## src/hw/rtl/mexp_pkg.sv

```systemverilog
package mexp_pkg;

    localparam int FIELD_W   = 64;
    localparam int WIDTH_DEF = 64;

    typedef enum logic [5:0] {
        S_IDLE  = 6'b000001,
        S_RED   = 6'b000010,
        S_CHECK = 6'b000100,
        S_MUL   = 6'b001000,
        S_SQR   = 6'b010000,
        S_DONE  = 6'b100000
    } state_t;

endpackage

```

## src/hw/rtl/modular_exponentiation_unit.sv

```systemverilog
// modular exponentiation unit: power_mod = base ^ exponent mod modulus
// input channel s_*: one word carries base, exponent and modulus; only the
// low WIDTH bits of each field take part
// output channel m_*: one word per input, power_mod zero-extended to 64 bits
// s_tready is high only while the sequencer is idle; one item at a time
// steps: modulus 0 or 1 gives 0 without using the multiplier; otherwise the
// base is first reduced mod modulus, then each exponent bit up to the
// highest set one costs one check, for a set bit one multiplication, and
// then one squaring; all of these run on the single shift-add modular
// multiplier, which retires one multiplier bit per cycle
// the result sits in an output register; a stalled receiver holds it there
// while the next word is already accepted, and the finished result after it
// waits in the sequencer until the register frees up
// reset (rst_n, asynchronous, active low) drops m_tvalid and returns the
// sequencer to idle
module modular_exponentiation_unit #(
    parameter int WIDTH = mexp_pkg::WIDTH_DEF
) (
    input  logic                          clk,
    input  logic                          rst_n,
    input  logic                          s_tvalid,
    output logic                          s_tready,
    input  logic [3*mexp_pkg::FIELD_W-1:0] s_tdata,  // base, exponent, modulus
    output logic                          m_tvalid,
    input  logic                          m_tready,
    output logic [mexp_pkg::FIELD_W-1:0]   m_tdata   // power_mod
);

    mexp_pkg::state_t state_reg, state_next;

    logic [WIDTH-1:0] res_reg,  res_next;
    logic [WIDTH-1:0] pow_reg,  pow_next;
    logic [WIDTH-1:0] exp_reg,  exp_next;
    logic [WIDTH-1:0] mod_reg,  mod_next;
    logic [WIDTH-1:0] out_reg,  out_next;
    logic             oval_reg, oval_next;

    logic [WIDTH-1:0] base_in;
    logic [WIDTH-1:0] exp_in;
    logic [WIDTH-1:0] mod_in;

    logic             mm_start;
    logic [WIDTH-1:0] mm_addend;
    logic [WIDTH-1:0] mm_mult;
    logic [WIDTH-1:0] mm_mod;
    logic             mm_done;
    logic [WIDTH-1:0] mm_product;

    assign base_in = s_tdata[WIDTH-1:0];
    assign exp_in  = s_tdata[mexp_pkg::FIELD_W +: WIDTH];
    assign mod_in  = s_tdata[2*mexp_pkg::FIELD_W +: WIDTH];

    assign s_tready = (state_reg == mexp_pkg::S_IDLE);

    always_comb
    begin
        state_next = state_reg;
        res_next   = res_reg;
        pow_next   = pow_reg;
        exp_next   = exp_reg;
        mod_next   = mod_reg;
        out_next   = out_reg;
        oval_next  = oval_reg;
        mm_start   = 1'b0;
        mm_addend  = pow_reg;
        mm_mult    = pow_reg;
        mm_mod     = mod_reg;

        if (oval_reg && m_tready)
        begin
            oval_next = 1'b0;
        end

        case (state_reg)
            mexp_pkg::S_IDLE:
            begin
                if (s_tvalid)
                begin
                    mod_next = mod_in;
                    exp_next = exp_in;
                    if (mod_in <= WIDTH'(1))
                    begin
                        res_next   = '0;
                        state_next = mexp_pkg::S_DONE;
                    end
                    else
                    begin
                        // base mod m as (1 * base) mod m
                        res_next   = WIDTH'(1);
                        mm_start   = 1'b1;
                        mm_addend  = WIDTH'(1);
                        mm_mult    = base_in;
                        mm_mod     = mod_in;
                        state_next = mexp_pkg::S_RED;
                    end
                end
            end
            mexp_pkg::S_RED:
            begin
                if (mm_done)
                begin
                    pow_next   = mm_product;
                    state_next = mexp_pkg::S_CHECK;
                end
            end
            mexp_pkg::S_CHECK:
            begin
                if (exp_reg == '0)
                begin
                    state_next = mexp_pkg::S_DONE;
                end
                else if (exp_reg[0])
                begin
                    mm_start   = 1'b1;
                    mm_addend  = res_reg;
                    state_next = mexp_pkg::S_MUL;
                end
                else
                begin
                    mm_start   = 1'b1;
                    state_next = mexp_pkg::S_SQR;
                end
            end
            mexp_pkg::S_MUL:
            begin
                if (mm_done)
                begin
                    res_next   = mm_product;
                    mm_start   = 1'b1;
                    state_next = mexp_pkg::S_SQR;
                end
            end
            mexp_pkg::S_SQR:
            begin
                if (mm_done)
                begin
                    pow_next   = mm_product;
                    exp_next   = {1'b0, exp_reg[WIDTH-1:1]};
                    state_next = mexp_pkg::S_CHECK;
                end
            end
            mexp_pkg::S_DONE:
            begin
                if (!oval_reg || m_tready)
                begin
                    out_next   = res_reg;
                    oval_next  = 1'b1;
                    state_next = mexp_pkg::S_IDLE;
                end
            end
            default:
            begin
                state_next = mexp_pkg::S_IDLE;
            end
        endcase
    end

    always_ff @(posedge clk or negedge rst_n)
    begin
        if (!rst_n)
        begin
            state_reg <= mexp_pkg::S_IDLE;
            oval_reg  <= 1'b0;
        end
        else
        begin
            state_reg <= state_next;
            oval_reg  <= oval_next;
        end
    end

    always_ff @(posedge clk)
    begin
        res_reg <= res_next;
        pow_reg <= pow_next;
        exp_reg <= exp_next;
        mod_reg <= mod_next;
        out_reg <= out_next;
    end

    mexp_mulmod #(
        .WIDTH (WIDTH)
    ) u_mulmod (
        .clk     (clk),
        .rst_n   (rst_n),
        .start   (mm_start),
        .addend  (mm_addend),
        .mult    (mm_mult),
        .modulus (mm_mod),
        .done    (mm_done),
        .product (mm_product)
    );

    assign m_tvalid = oval_reg;
    assign m_tdata  = mexp_pkg::FIELD_W'(out_reg);

endmodule

```

## src/hw/rtl/mexp_mulmod.sv

```systemverilog
module mexp_mulmod #(
    parameter int WIDTH = mexp_pkg::WIDTH_DEF
) (
    input  logic             clk,
    input  logic             rst_n,
    input  logic             start,
    input  logic [WIDTH-1:0] addend,
    input  logic [WIDTH-1:0] mult,
    input  logic [WIDTH-1:0] modulus,
    output logic             done,
    output logic [WIDTH-1:0] product
);

    localparam int CW = $clog2(WIDTH);

    logic [WIDTH-1:0] acc_reg,  acc_next;
    logic [WIDTH-1:0] mult_reg, mult_next;
    logic [WIDTH-1:0] a_reg,    a_next;
    logic [WIDTH-1:0] m_reg,    m_next;
    logic [CW-1:0]    cnt_reg,  cnt_next;
    logic             busy_reg, busy_next;
    logic             done_reg, done_next;

    logic [WIDTH+1:0] sum;
    logic [WIDTH+1:0] m1;
    logic [WIDTH+1:0] m2;
    logic [WIDTH+1:0] red;

    // acc = (2*acc + bit*a) mod m, sum stays below 3m
    always_comb
    begin
        m1  = {2'b00, m_reg};
        m2  = {1'b0, m_reg, 1'b0};
        sum = {1'b0, acc_reg, 1'b0} + (mult_reg[WIDTH-1] ? {2'b00, a_reg} : '0);
        if (sum >= m2)
        begin
            red = sum - m2;
        end
        else if (sum >= m1)
        begin
            red = sum - m1;
        end
        else
        begin
            red = sum;
        end
    end

    always_comb
    begin
        acc_next  = acc_reg;
        mult_next = mult_reg;
        a_next    = a_reg;
        m_next    = m_reg;
        cnt_next  = cnt_reg;
        busy_next = busy_reg;
        done_next = 1'b0;
        if (busy_reg)
        begin
            acc_next  = red[WIDTH-1:0];
            mult_next = {mult_reg[WIDTH-2:0], 1'b0};
            cnt_next  = cnt_reg - CW'(1);
            if (cnt_reg == '0)
            begin
                busy_next = 1'b0;
                done_next = 1'b1;
            end
        end
        else if (start)
        begin
            acc_next  = '0;
            mult_next = mult;
            a_next    = addend;
            m_next    = modulus;
            cnt_next  = CW'(WIDTH - 1);
            busy_next = 1'b1;
        end
    end

    always_ff @(posedge clk or negedge rst_n)
    begin
        if (!rst_n)
        begin
            busy_reg <= 1'b0;
            done_reg <= 1'b0;
            cnt_reg  <= '0;
        end
        else
        begin
            busy_reg <= busy_next;
            done_reg <= done_next;
            cnt_reg  <= cnt_next;
        end
    end

    always_ff @(posedge clk)
    begin
        acc_reg  <= acc_next;
        mult_reg <= mult_next;
        a_reg    <= a_next;
        m_reg    <= m_next;
    end

    assign done    = done_reg;
    assign product = acc_reg;

endmodule

```

## config.mk

```make
export PLATFORM = sky130hd
export DESIGN_NAME = modular_exponentiation_unit
export DESIGN_NICKNAME = d
export VERILOG_FILES = /design/src/hw/rtl/mexp_pkg.sv /design/src/hw/rtl/modular_exponentiation_unit.sv /design/src/hw/rtl/mexp_mulmod.sv
export SDC_FILE = /design/constraint.sdc
export NUM_CORES = 1
export LEC_CHECK = 0
export ABC_CLOCK_PERIOD_IN_PS = 9800
export BUFFER_PORTS_ARGS = -buffer_cell sky130_fd_sc_hd__buf_2
export CELL_PAD_IN_SITES_DETAIL_PLACEMENT = 0
export CELL_PAD_IN_SITES_GLOBAL_PLACEMENT = 1
export CORE_MARGIN = 2
export CORE_UTILIZATION = 49
export CTS_CLUSTER_SIZE = 14
export DETAILED_ROUTE_END_ITERATION = 12
export GPL_TIMING_DRIVEN = 0
export PLACE_DENSITY_LB_ADDON = 0.1
export SYNTH_ARGS = -nofsm -noshare
export SYNTH_HDL_FRONTEND = slang
export SYNTH_SLANG_ARGS = --single-unit
```

## constraint.sdc

```tcl
create_clock -name clk -period 9.8 [get_ports clk]
set_input_delay 0.49 -clock clk [delete_from_list [all_inputs] [get_ports clk]]
set_output_delay 0.49 -clock clk [all_outputs]
set_load 0.01 [all_outputs]
```

### Yosys cells after proc, flatten, opt, wreduce, memory -nomap -nowiden

Index checks and enable logic that the tools add are counted.

* flip-flop bits (word level): 591
* input port bits: 196
* output and inout bits: 66

* add/sub/neg operators: 4
* order comparisons: 3
* equal/unequal tests: 11
* mux-type cells: 48
* bitwise gates (word level): 1
* reductions and logical operators: 16

Operator list (count)
* 2-to-1 mux 64 bit: 21
* one-hot mux 64 bit (2 select lines): 3
* subtractor 64 bit: 2
* adder 65 x 64 -> 66 bit: 1
* greater-or-equal comparator 66 x 64 -> 1 bit: 1
* greater-or-equal comparator 66 x 65 -> 1 bit: 1
* less-or-equal comparator 64 x 1 -> 1 bit, second input constant: 1
* zero test 64 bit: 1
* 2-to-1 mux 6 bit: 8
* one-hot mux 6 bit (5 select lines): 1
* 2-to-1 mux 1 bit: 13
* AND reduction 2 bit: 4
* equality test 6 x 1 -> 1 bit, second input constant: 1
* equality test 6 x 2 -> 1 bit, second input constant: 1
* equality test 6 x 3 -> 1 bit, second input constant: 1
* equality test 6 x 4 -> 1 bit, second input constant: 1
* equality test 6 x 5 -> 1 bit, second input constant: 1
* equality test 6 bit, second input constant: 1
* zero test 6 bit: 1
* != test 2 x 1 -> 1 bit, second input constant: 3
* AND reduction 3 bit: 2
* nonzero test 2 bit: 3
* subtractor 6 x 1 -> 6 bit, second input constant: 1
* 2-to-1 mux 5 bit: 1
* other kinds (8): 9

### Depth between registers and ports, before layout

Gate-level depths: netlist of the first run.

* word-level depth: 6
* mapped depth: 30

### By module

From an unflattened synthesis of the first run, not the netlist that was laid out.

* cell total of the unflattened synthesis: 3411
* area total of the unflattened synthesis: 36767.8 um^2

By module, submodules not included
* mexp_mulmod: times used 1, cells an instance 2486, area each 22629.2 um^2
* modular_exponentiation_unit: times used 1, cells an instance 925, area each 14138.6 um^2

### Least setup slack after synthesis of the first run

Ideal clock, no wire load.

* path kind: register to register
* start: register state_reg[1]
* end: register u_mulmod.a_reg[0] (enable)
* data arrival time: 7363 ps
* required time: 9180 ps
* setup slack: 1817 ps
* cell stages (with the launch flop): 7
* cells stage by stage: dfrtp_1 or4_1 nor3b_1 nand2_1 nor2_1 a211oi_1 nor2_1

* longest elaborated chain between the ends: 3
* elaborated cells on any way between the ends: 5

Ends and longest elaborated chain
* start, declared: line modular_exponentiation_unit.sv:29 `mexp_pkg::state_t state_reg, state_next;`
* start signal, assigned: line modular_exponentiation_unit.sv:162 `state_reg <= mexp_pkg::S_IDLE;`
* start signal, assigned: line modular_exponentiation_unit.sv:167 `state_reg <= state_next;`
* equality test 6 x 1 -> 1 bit
* via s_tready: line modular_exponentiation_unit.sv:22 `output logic s_tready,`
* one-hot mux 1 bit (3 select lines): line modular_exponentiation_unit.sv:74 `case (state_reg)`
* AND reduction 2 bit (no line)
* end signal, assigned: line mexp_mulmod.sv:100 `a_reg <= a_next;`
* end, declared: line mexp_mulmod.sv:18 `logic [WIDTH-1:0] a_reg, a_next;`

The timed path passes the listed nets, and every way through them passes these cells.
A chain may end at the register's enable or synchronous reset.

### Worst setup path after layout of the first run

* start: register u_mulmod.mult_reg[63]
* end: register u_mulmod.acc_reg[29] (netlist: u_mulmod.product[29]), data pin

* longest elaborated chain between the ends: 6
* elaborated cells on any way between the ends: 9

Ends and longest elaborated chain
* start, declared: line mexp_mulmod.sv:17 `logic [WIDTH-1:0] mult_reg, mult_next;`
* start signal, assigned: line mexp_mulmod.sv:99 `mult_reg <= mult_next;`
* 2-to-1 mux 64 bit *: line mexp_mulmod.sv:34 `sum = {1'b0, acc_reg, 1'b0} + (mult_reg[WIDTH-1] ? {2'b00, a_reg} : '0);`
* adder 65 x 64 -> 66 bit *: line mexp_mulmod.sv:34
* subtractor 64 bit / greater-or-equal comparator 66 x 64 -> 1 bit (equally long branches): line mexp_mulmod.sv:41, mexp_mulmod.sv:39
* 2-to-1 mux 64 bit: line mexp_mulmod.sv:39 `else if (sum >= m1)`
* 2-to-1 mux 64 bit *: line mexp_mulmod.sv:35 `if (sum >= m2)`
* 2-to-1 mux 64 bit *: line mexp_mulmod.sv:58 `if (busy_reg)`
* end signal, assigned: line mexp_mulmod.sv:98 `acc_reg <= acc_next;`
* end, declared: line mexp_mulmod.sv:16 `logic [WIDTH-1:0] acc_reg, acc_next;`

Every way passes the cells marked *; elsewhere a longest branch is shown, timed or not.

==> impl_metrics.yaml, run 1 <==
run_status:
  status: "complete, no violations"
routing:
  vias: 28960
  detail-route-antenna-nets: 0
  detail_route.wl_per_cell_microns: 22.61
  wirelength_mm: 112.1
  viasPerCell: 5.842
  drt-initial-drc-count: 2874
  drc_errors: 0
  dr.pass1.iters: 5
clock_network:
  worstSkewPairLatency_ns: 0.62
  clk_path_buf_depth: 3
  cts_sinks: 591
  htreeDepth: 3
  cts_tree: "built"
  cts-root-buf: "clkbuf_16"
  cts_resized: 0
  clkTransAtPathRegs_ns: 0.06
  cts_buffers: 66
synth:
  synth_fa_ha_area_frac: 0.06838
  synth-compound-area-share: 0.1770
  synth_top_family_by_area: "compound AO/OA/AOI/OAI gates"
  syn-mean-instance-area_sq_um: 10.01
  ys_seq_area_frac: 0.4905
  ys_seq_elements: 591
  ys_types: 90
  syn-num-nets: 3987
  synth_edf_count: 575
  syn_area_sq_um: 36010
  ys.flop_type: "edfxtp_1"
  yosysWarnings: 0
  synth-simple-area-share: 0.1589
  async_flop_share: 0.02538
  muxShareOfSynthArea: 0.02752
  netlist_instances: 3596
  yosys.area_share.xor_xnor: 0.04232
floorplanning:
  initial_core_util: 0.4944
  ioPinCount: 262
  dieArea_sq_um: 75670
  die_x_microns: 275.1
  dieHeight_microns: 275.1
  row_count: 99
  core_sq_um: 72830
global_routing:
  grt_max_degree: 72
  antenna_found_initial: 1
  grt_pass1_vias: 27350
  grt_pass1_wl_mm: 166.8
  gr-total-overflow: 0
  grt_usage: 0.2933
setup_path:
  critPathArrivalTime_ns: 9.58
  r2r-start: "u_mulmod.mult_reg[63]$_DFFE_PP_"
  worstSetupStartpoint: "u_mulmod.mult_reg[63]$_DFFE_PP_"
  cp.required_ns: 10.12
  cp-end-kind: "flip-flop"
  critical_path_class: "flip-flop to flip-flop"
  r2r_slack_ns: 0.53
  cp_max_fo: 10
  reg2reg_depth: 26
  critPathLaunchType: "flip-flop"
  reg2reg_to: "u_mulmod.product[29]$_SDFFCE_PN0P_"
placement:
  dpl.hpwl_mm: 89.02
  dpl_worst_slack_ns: 0.5056
  io_buffers: 261
  dp_cells: 4837
  gp_congestion: 0.9800
sta:
  slew_headroom: 0.1115
  hold_ws_ns: 0.07414
  max_slew.worst_pin.slew_ns: 1.333
  fmax_ghz: 0.1079
  clock_skew_ns: 0.03382
  setup_ws_ns: 0.5349
  drv_slew: 0
  rsz0062_at_grt: "false"
  finalCritPeriodShare: 0.9454
  setup_viol: 0
  hold_viol: 0
  min_period_ns: 9.265
run:
  cap_violations: 0
cells_and_area:
  final_common_cell: "nand2_1"
  finalNetCount: 4337
  final_cells: 4957
  final_cell_mix: "nand2_1, edfxtp_1, buf_2"
  final_util: 0.5641
  syn2layout_area_growth_pct: 14.10
  drive_gt1_frac: 0.1233
  antenna_cells: 0
worst_hold_path:
  hp-start: "s_tdata[181]"
  hold_depth: 1
  hold_end: "mod_reg[53]$_DFFE_PP_"
  hp-class: "input pin to flip-flop"
pwr:
  ir_worst_vdd_uv: 141.3
  p_per_area_nw_per_um2: 127.7
  leakagePower_nw: 16.16
## kinds of logic after synthesis
| group | count (synthesis) |
|---|---|
| and+or+nand+nor | 1228 |
| AOI/OAI and AO/OA | 996 |
| DFF | 591 |
| buffers and inverters | 321 |
| adders and majority gates | 195 |
| xor gates and xnor gates | 174 |
| muxes | 91 |
## synth_stat cells, types with 6 or more instances
cell / instances / area, sq um
nand2_1: 615 / 2308
edfxtp_1: 575 / 17270
a21oi_1: 262 / 1311
o21ai_0: 217 / 1086
ha_1: 192 / 2402
clkbuf_1: 171 / 641.9
nor2_1: 146 / 548.0
and2_1: 144 / 900.9
inv_1: 126 / 473.0
xnor2_1: 105 / 919.6
o31ai_1: 83 / 623.1
a21o_1: 82 / 615.6
a21boi_0: 75 / 563.0
xor2_1: 69 / 604.3
mux2_2: 64 / 720.7
nand3_1: 60 / 300.3
nand4_1: 60 / 375.4
nor4_1: 53 / 331.6
a31oi_1: 45 / 281.5
o21bai_1: 41 / 307.8
nor3_1: 39 / 195.2
mux2i_1: 27 / 270.3
nand2b_1: 23 / 143.9
o21a_1: 23 / 172.7
a211oi_1: 22 / 165.2
o211ai_1: 22 / 165.2
and3_1: 20 / 125.1
nor2b_1: 18 / 112.6
dfrtp_1: 14 / 350.3
o22ai_1: 13 / 81.33
a311oi_1: 10 / 87.58
or2_2: 9 / 56.30
and4_1: 8 / 70.07
buf_2: 8 / 40.04
o311ai_0: 8 / 70.07
o21ai_1: 7 / 35.03
a22oi_1: 6 / 45.04
buf_1: 6 / 22.52
buf_6: 6 / 67.56
nand3b_1: 6 / 45.04
o31a_1: 6 / 52.55
## worst max-delay path, cell delays in order, from the launching register on
cell and delay [ns]:
edfxtp_1 0.78, clkbuf_1 0.52, nand2_1 0.22, fa_1 0.48
nand2b_1 0.19, a21o_1 0.19, a32o_1 0.29, a211oi_1 0.70
or2_2 0.26, nand3_1 0.15, o211ai_1 0.21, a21oi_1 0.11
xnor2_1 0.54, ha_1 0.21, clkbuf_1 0.27, nand4_1 0.20
nor4_1 0.59, nand2_1 0.11, a21oi_1 0.41, o21ai_1 0.27
a311oi_1 0.43, a21oi_1 0.19, o21a_1 0.31, buf_2 0.24
nand2_1 0.38, clkbuf_1 0.51, o22ai_1 0.20
## layer usage
layer | global-route usage | up-vias | part of all wire
met1 | 0.4501 | 13780 | 0.48
met2 | 0.4363 | 1052 | 0.43
li1 | - | 13970 | -
met5 | 0 | - | 0.00029
met4 | 0.07738 | 4 | 0.026
met3 | 0.03710 | 162 | 0.071
## where the power goes
part / internal, W / switching [W]
registers: 0.00274 / 0.00000000000000000000764
logic: 0.0000380 / 0.0000280
clock network: 0.00141 / 0.00103
## stage by stage
stage	cell area, sq um	TNS, ns	total power, W
final	41080	0	0.005245
after global routing	41080	0	0.005386
after CTS	41090	0	0.005290
after floorplan	36010	0	0.002805
after global placement	38510	-776.05	0.002857
after detailed placement	38940	0	0.002858
## how the worst max path moves through the flow
stage	depth (start not counted)	slack, ns	to
after floorplan	6	1.82	u_mulmod.a_reg[0]$_DFFE_PP_
after global placement	7	-4.15	u_mulmod.m_reg[59]$_DFFE_PP_
after detailed placement	27	0.51	u_mulmod.product[6]$_SDFFCE_PN0P_
after CTS	27	0.46	u_mulmod.product[15]$_SDFFCE_PN0P_
after global routing	26	0.14	u_mulmod.product[29]$_SDFFCE_PN0P_
final	26	0.53	u_mulmod.product[29]$_SDFFCE_PN0P_
## final cells by class
class / instances / area (sq um)
Buffer: 194 / 797.0
Clock buffer: 89 / 1789
Clock inverter: 31 / 344.1
Fill cell: 6420 / 31750
Inverter: 126 / 473.0
Multi-Input combinational cell: 2684 / 17140
Sequential cell: 591 / 17660
Tap cell: 959 / 1200
Timing Repair Buffer: 283 / 1680
## timing repair
action / 4_1_cts / 5_1_grt
hold buffers: 1 / 0
setup buffers: 0 / 0
endpoints found under the setup margin: 0 / 9
endpoints found under the hold margin: 14 / 0
(Power assumes the default switching activity.)
==> inputs of run 2 (changes only) <==
--- a/config.mk
+++ b/config.mk
@@ -5,7 +5,7 @@
 export SDC_FILE = /design/constraint.sdc
 export NUM_CORES = 1
 export LEC_CHECK = 0
-export ABC_CLOCK_PERIOD_IN_PS = 9800
+export ABC_CLOCK_PERIOD_IN_PS = 8800
 export BUFFER_PORTS_ARGS = -buffer_cell sky130_fd_sc_hd__buf_2
 export CELL_PAD_IN_SITES_DETAIL_PLACEMENT = 0
 export CELL_PAD_IN_SITES_GLOBAL_PLACEMENT = 1
==> constraint.sdc (replaced) <==
create_clock -name clk -period 8.8 [get_ports clk]
set_input_delay 0.44 -clock clk [delete_from_list [all_inputs] [get_ports clk]]
set_output_delay 0.44 -clock clk [all_outputs]
set_load 0.01 [all_outputs]
==> run 2 against run 1 <==
Net effect:
- power up 11%
- worst setup slack lost 0.12 ns
- critical endpoint unchanged
- critical path type unchanged
- first-iteration DRC count increased by 0.45%
- non-clock buffer count increased by 5
- largest cell class unchanged
- via count rose by 0.21%
- sequential share of layout area decreased by 0.085 points
- critical path depth grew 1
- clock-buffer cell count stayed put
- final cell count is 0.10% higher
==> impl_metrics.yaml, run 2 (synthesis results as in run 1) <==
pwr:
  combPwrFrac: 0.013
  p_per_area_nw_per_um2: 141.9
  ir_worst_vdd_uv: 157.4
  swShare: 0.2024
  p_switching_w: 0.001183
  pwr-share-seq: 0.522
  pwr-share-clk: 0.465
  leakagePower_nw: 16.19
  p_int_w: 0.004659
sta:
  setup_viol: 0
  min_period_ns: 8.387
  fmax_ghz: 0.1192
  max_slew.worst_pin.slew_ns: 1.318
  hold_ws_ns: 0.02372
  drv_slew: 0
  rsz0062_at_grt: "false"
  clock_skew_ns: 0.03661
  finalCritPeriodShare: 0.9530
  hold_viol: 0
  slew_headroom: 0.1216
  tns_ns: 0
clock_network:
  cts-root-buf: "clkbuf_16"
  clkTransAtPathRegs_ns: 0.06
  cts_buffers: 66
  cts_tree: "built"
  clk_path_buf_depth: 3
  worstSkewPairLatency_ns: 0.62
  cts_sinks: 591
  htreeDepth: 3
setup_path:
  slowest_stage: "xor2_1"
  reg2reg_depth: 27
  crit_top_cell: "nand2_1"
  reg2reg_to: "u_mulmod.product[29]$_SDFFCE_PN0P_"
  cp.depth: 27
  cp.required_ns: 9.12
  cp_max_fo: 10
  slowest_delay_ns: 0.66
  critical_path_class: "flip-flop to flip-flop"
  critPathCapture: "u_mulmod.product[29]$_SDFFCE_PN0P_"
  cp-end-kind: "flip-flop"
  critPathArrivalTime_ns: 8.71
  critPathLaunchType: "flip-flop"
  r2r_slack_ns: 0.41
  critPathBufInv: 5
  r2r-start: "u_mulmod.mult_reg[63]$_DFFE_PP_"
  path_delay_family: "compound AO/OA/AOI/OAI gates"
  worstSetupStartpoint: "u_mulmod.mult_reg[63]$_DFFE_PP_"
global_routing:
  grt_usage: 0.2933
  gr-total-overflow: 0
  grt_max_degree: 72
  grt_pass1_wl_mm: 166.8
  grt_pass1_vias: 27370
  antenna_found_initial: 1
cells_and_area:
  final_util: 0.5652
  final_common_cell: "nand2_1"
  syn2layout_area_growth_pct: 14.32
  final_cells: 4962
  antenna_cells: 0
  final_cell_mix: "nand2_1, edfxtp_1, buf_2"
  drive_gt1_frac: 0.1242
  fillers: 6411
  finalNetCount: 4342
  design_area_sq_um: 41170
routing:
  viasPerCell: 5.849
  drt-initial-drc-count: 2887
  dr.pass1.iters: 6
  drc_errors: 0
  detail_route.wl_per_cell_microns: 22.65
  wirelength_mm: 112.4
  detail-route-antenna-nets: 0
  vias: 29020
run_status:
  status: "complete, no violations"
floorplanning:
  row_count: 99
  ioPinCount: 262
  die_x_microns: 275.1
  dieHeight_microns: 275.1
  core_sq_um: 72830
  dieArea_sq_um: 75670
  initial_core_util: 0.4944
worst_hold_path:
  hp-class: "input pin to flip-flop"
placement:
  io_buffers: 261
  dpl.hpwl_mm: 89.02
  dpl-instance-area_sq_um: 38940
  gp_congestion: 0.9800
  dp_cells: 4837
run:
  cap_violations: 0
==> run 2: changes by cell type in the layout (fill, tap and decap cells not counted), sizes merged <==
cell         delta
dlygate4sd3     +4
buf             +1
==> run 2: timing repair <==
action | in CTS | in global routing
endpoints found under the hold margin | 18 | 0
gates resized for setup | 3 | 1
setup endpoints to repair | 63 | 42
pin swaps | 0 | 0
hold buffers | 5 | 0
buffers inserted | 0 | 1
==> run 2: final cells by class <==
| class | instances | area (sq um) | share of cell area |
|---|---|---|---|
| clock buffers | 89 | 1789 | 0.04346 |
| plain buffers | 194 | 798.3 | 0.01939 |
| well taps | 959 | 1200 | 0.02915 |
| clock inverters | 31 | 344.1 | 0.008358 |
| inverters | 126 | 473.0 | 0.01149 |
| repair buffers | 288 | 1740 | 0.04228 |
| flip-flops and latches | 591 | 17660 | 0.4291 |
| multi-input cells | 2684 | 17160 | 0.4168 |
==> run 2: per-stage QoR <==
step | power [W] | setup slack [ns]
floorplan | 0.003124 | 0.8166
global route | 0.006000 | 0.005104
finish | 0.005842 | 0.4133
detailed placement | 0.003183 | -0.4944
CTS | 0.005892 | 0.1715
global placement | 0.003182 | -5.096
==> run 2: power groups by stage <==
stage / logic [W] / clock network, W / registers [W]
after floorplan: 0.0000144 / 0 / 0.00311
after global placement: 0.0000733 / 0 / 0.00311
after detailed placement: 0.0000742 / 0 / 0.00311
after CTS: 0.0000765 / 0.00277 / 0.00305
after global routing: 0.0000827 / 0.00287 / 0.00305
final: 0.0000752 / 0.00272 / 0.00305
==> run 2: routing by layer <==
metal / global-route usage / vias to the layer above / routed length, microns
li1: - / 13980 / -
met1: 0.4502 / 13820 / 53410
met2: 0.4348 / 1062 / 47760
met3: 0.03692 / 155 / 8203
met4: 0.08080 / 4 / 2970
met5: 0 / - / 32
==> run 2: worst min path at each step <==
stage / startpoint / end / slack (ns) / depth (start not counted)
2_1_floorplan: rst_n / m_tvalid$_DFF_PN0_ / 0.14 / 0
3_3_place_gp: rst_n / state_reg[5]$_DFFE_PN0P_ / 0.38 / 1
3_5_place_dp: rst_n / state_reg[1]$_DFFE_PN0P_ / 0.39 / 1
4_1_cts: s_tdata[187] / mod_reg[59]$_DFFE_PP_ / 0.00007 / 1
5_1_grt: s_tdata[187] / mod_reg[59]$_DFFE_PP_ / 0.006 / 1
6_report: s_tdata[173] / mod_reg[45]$_DFFE_PP_ / 0.02 / 1
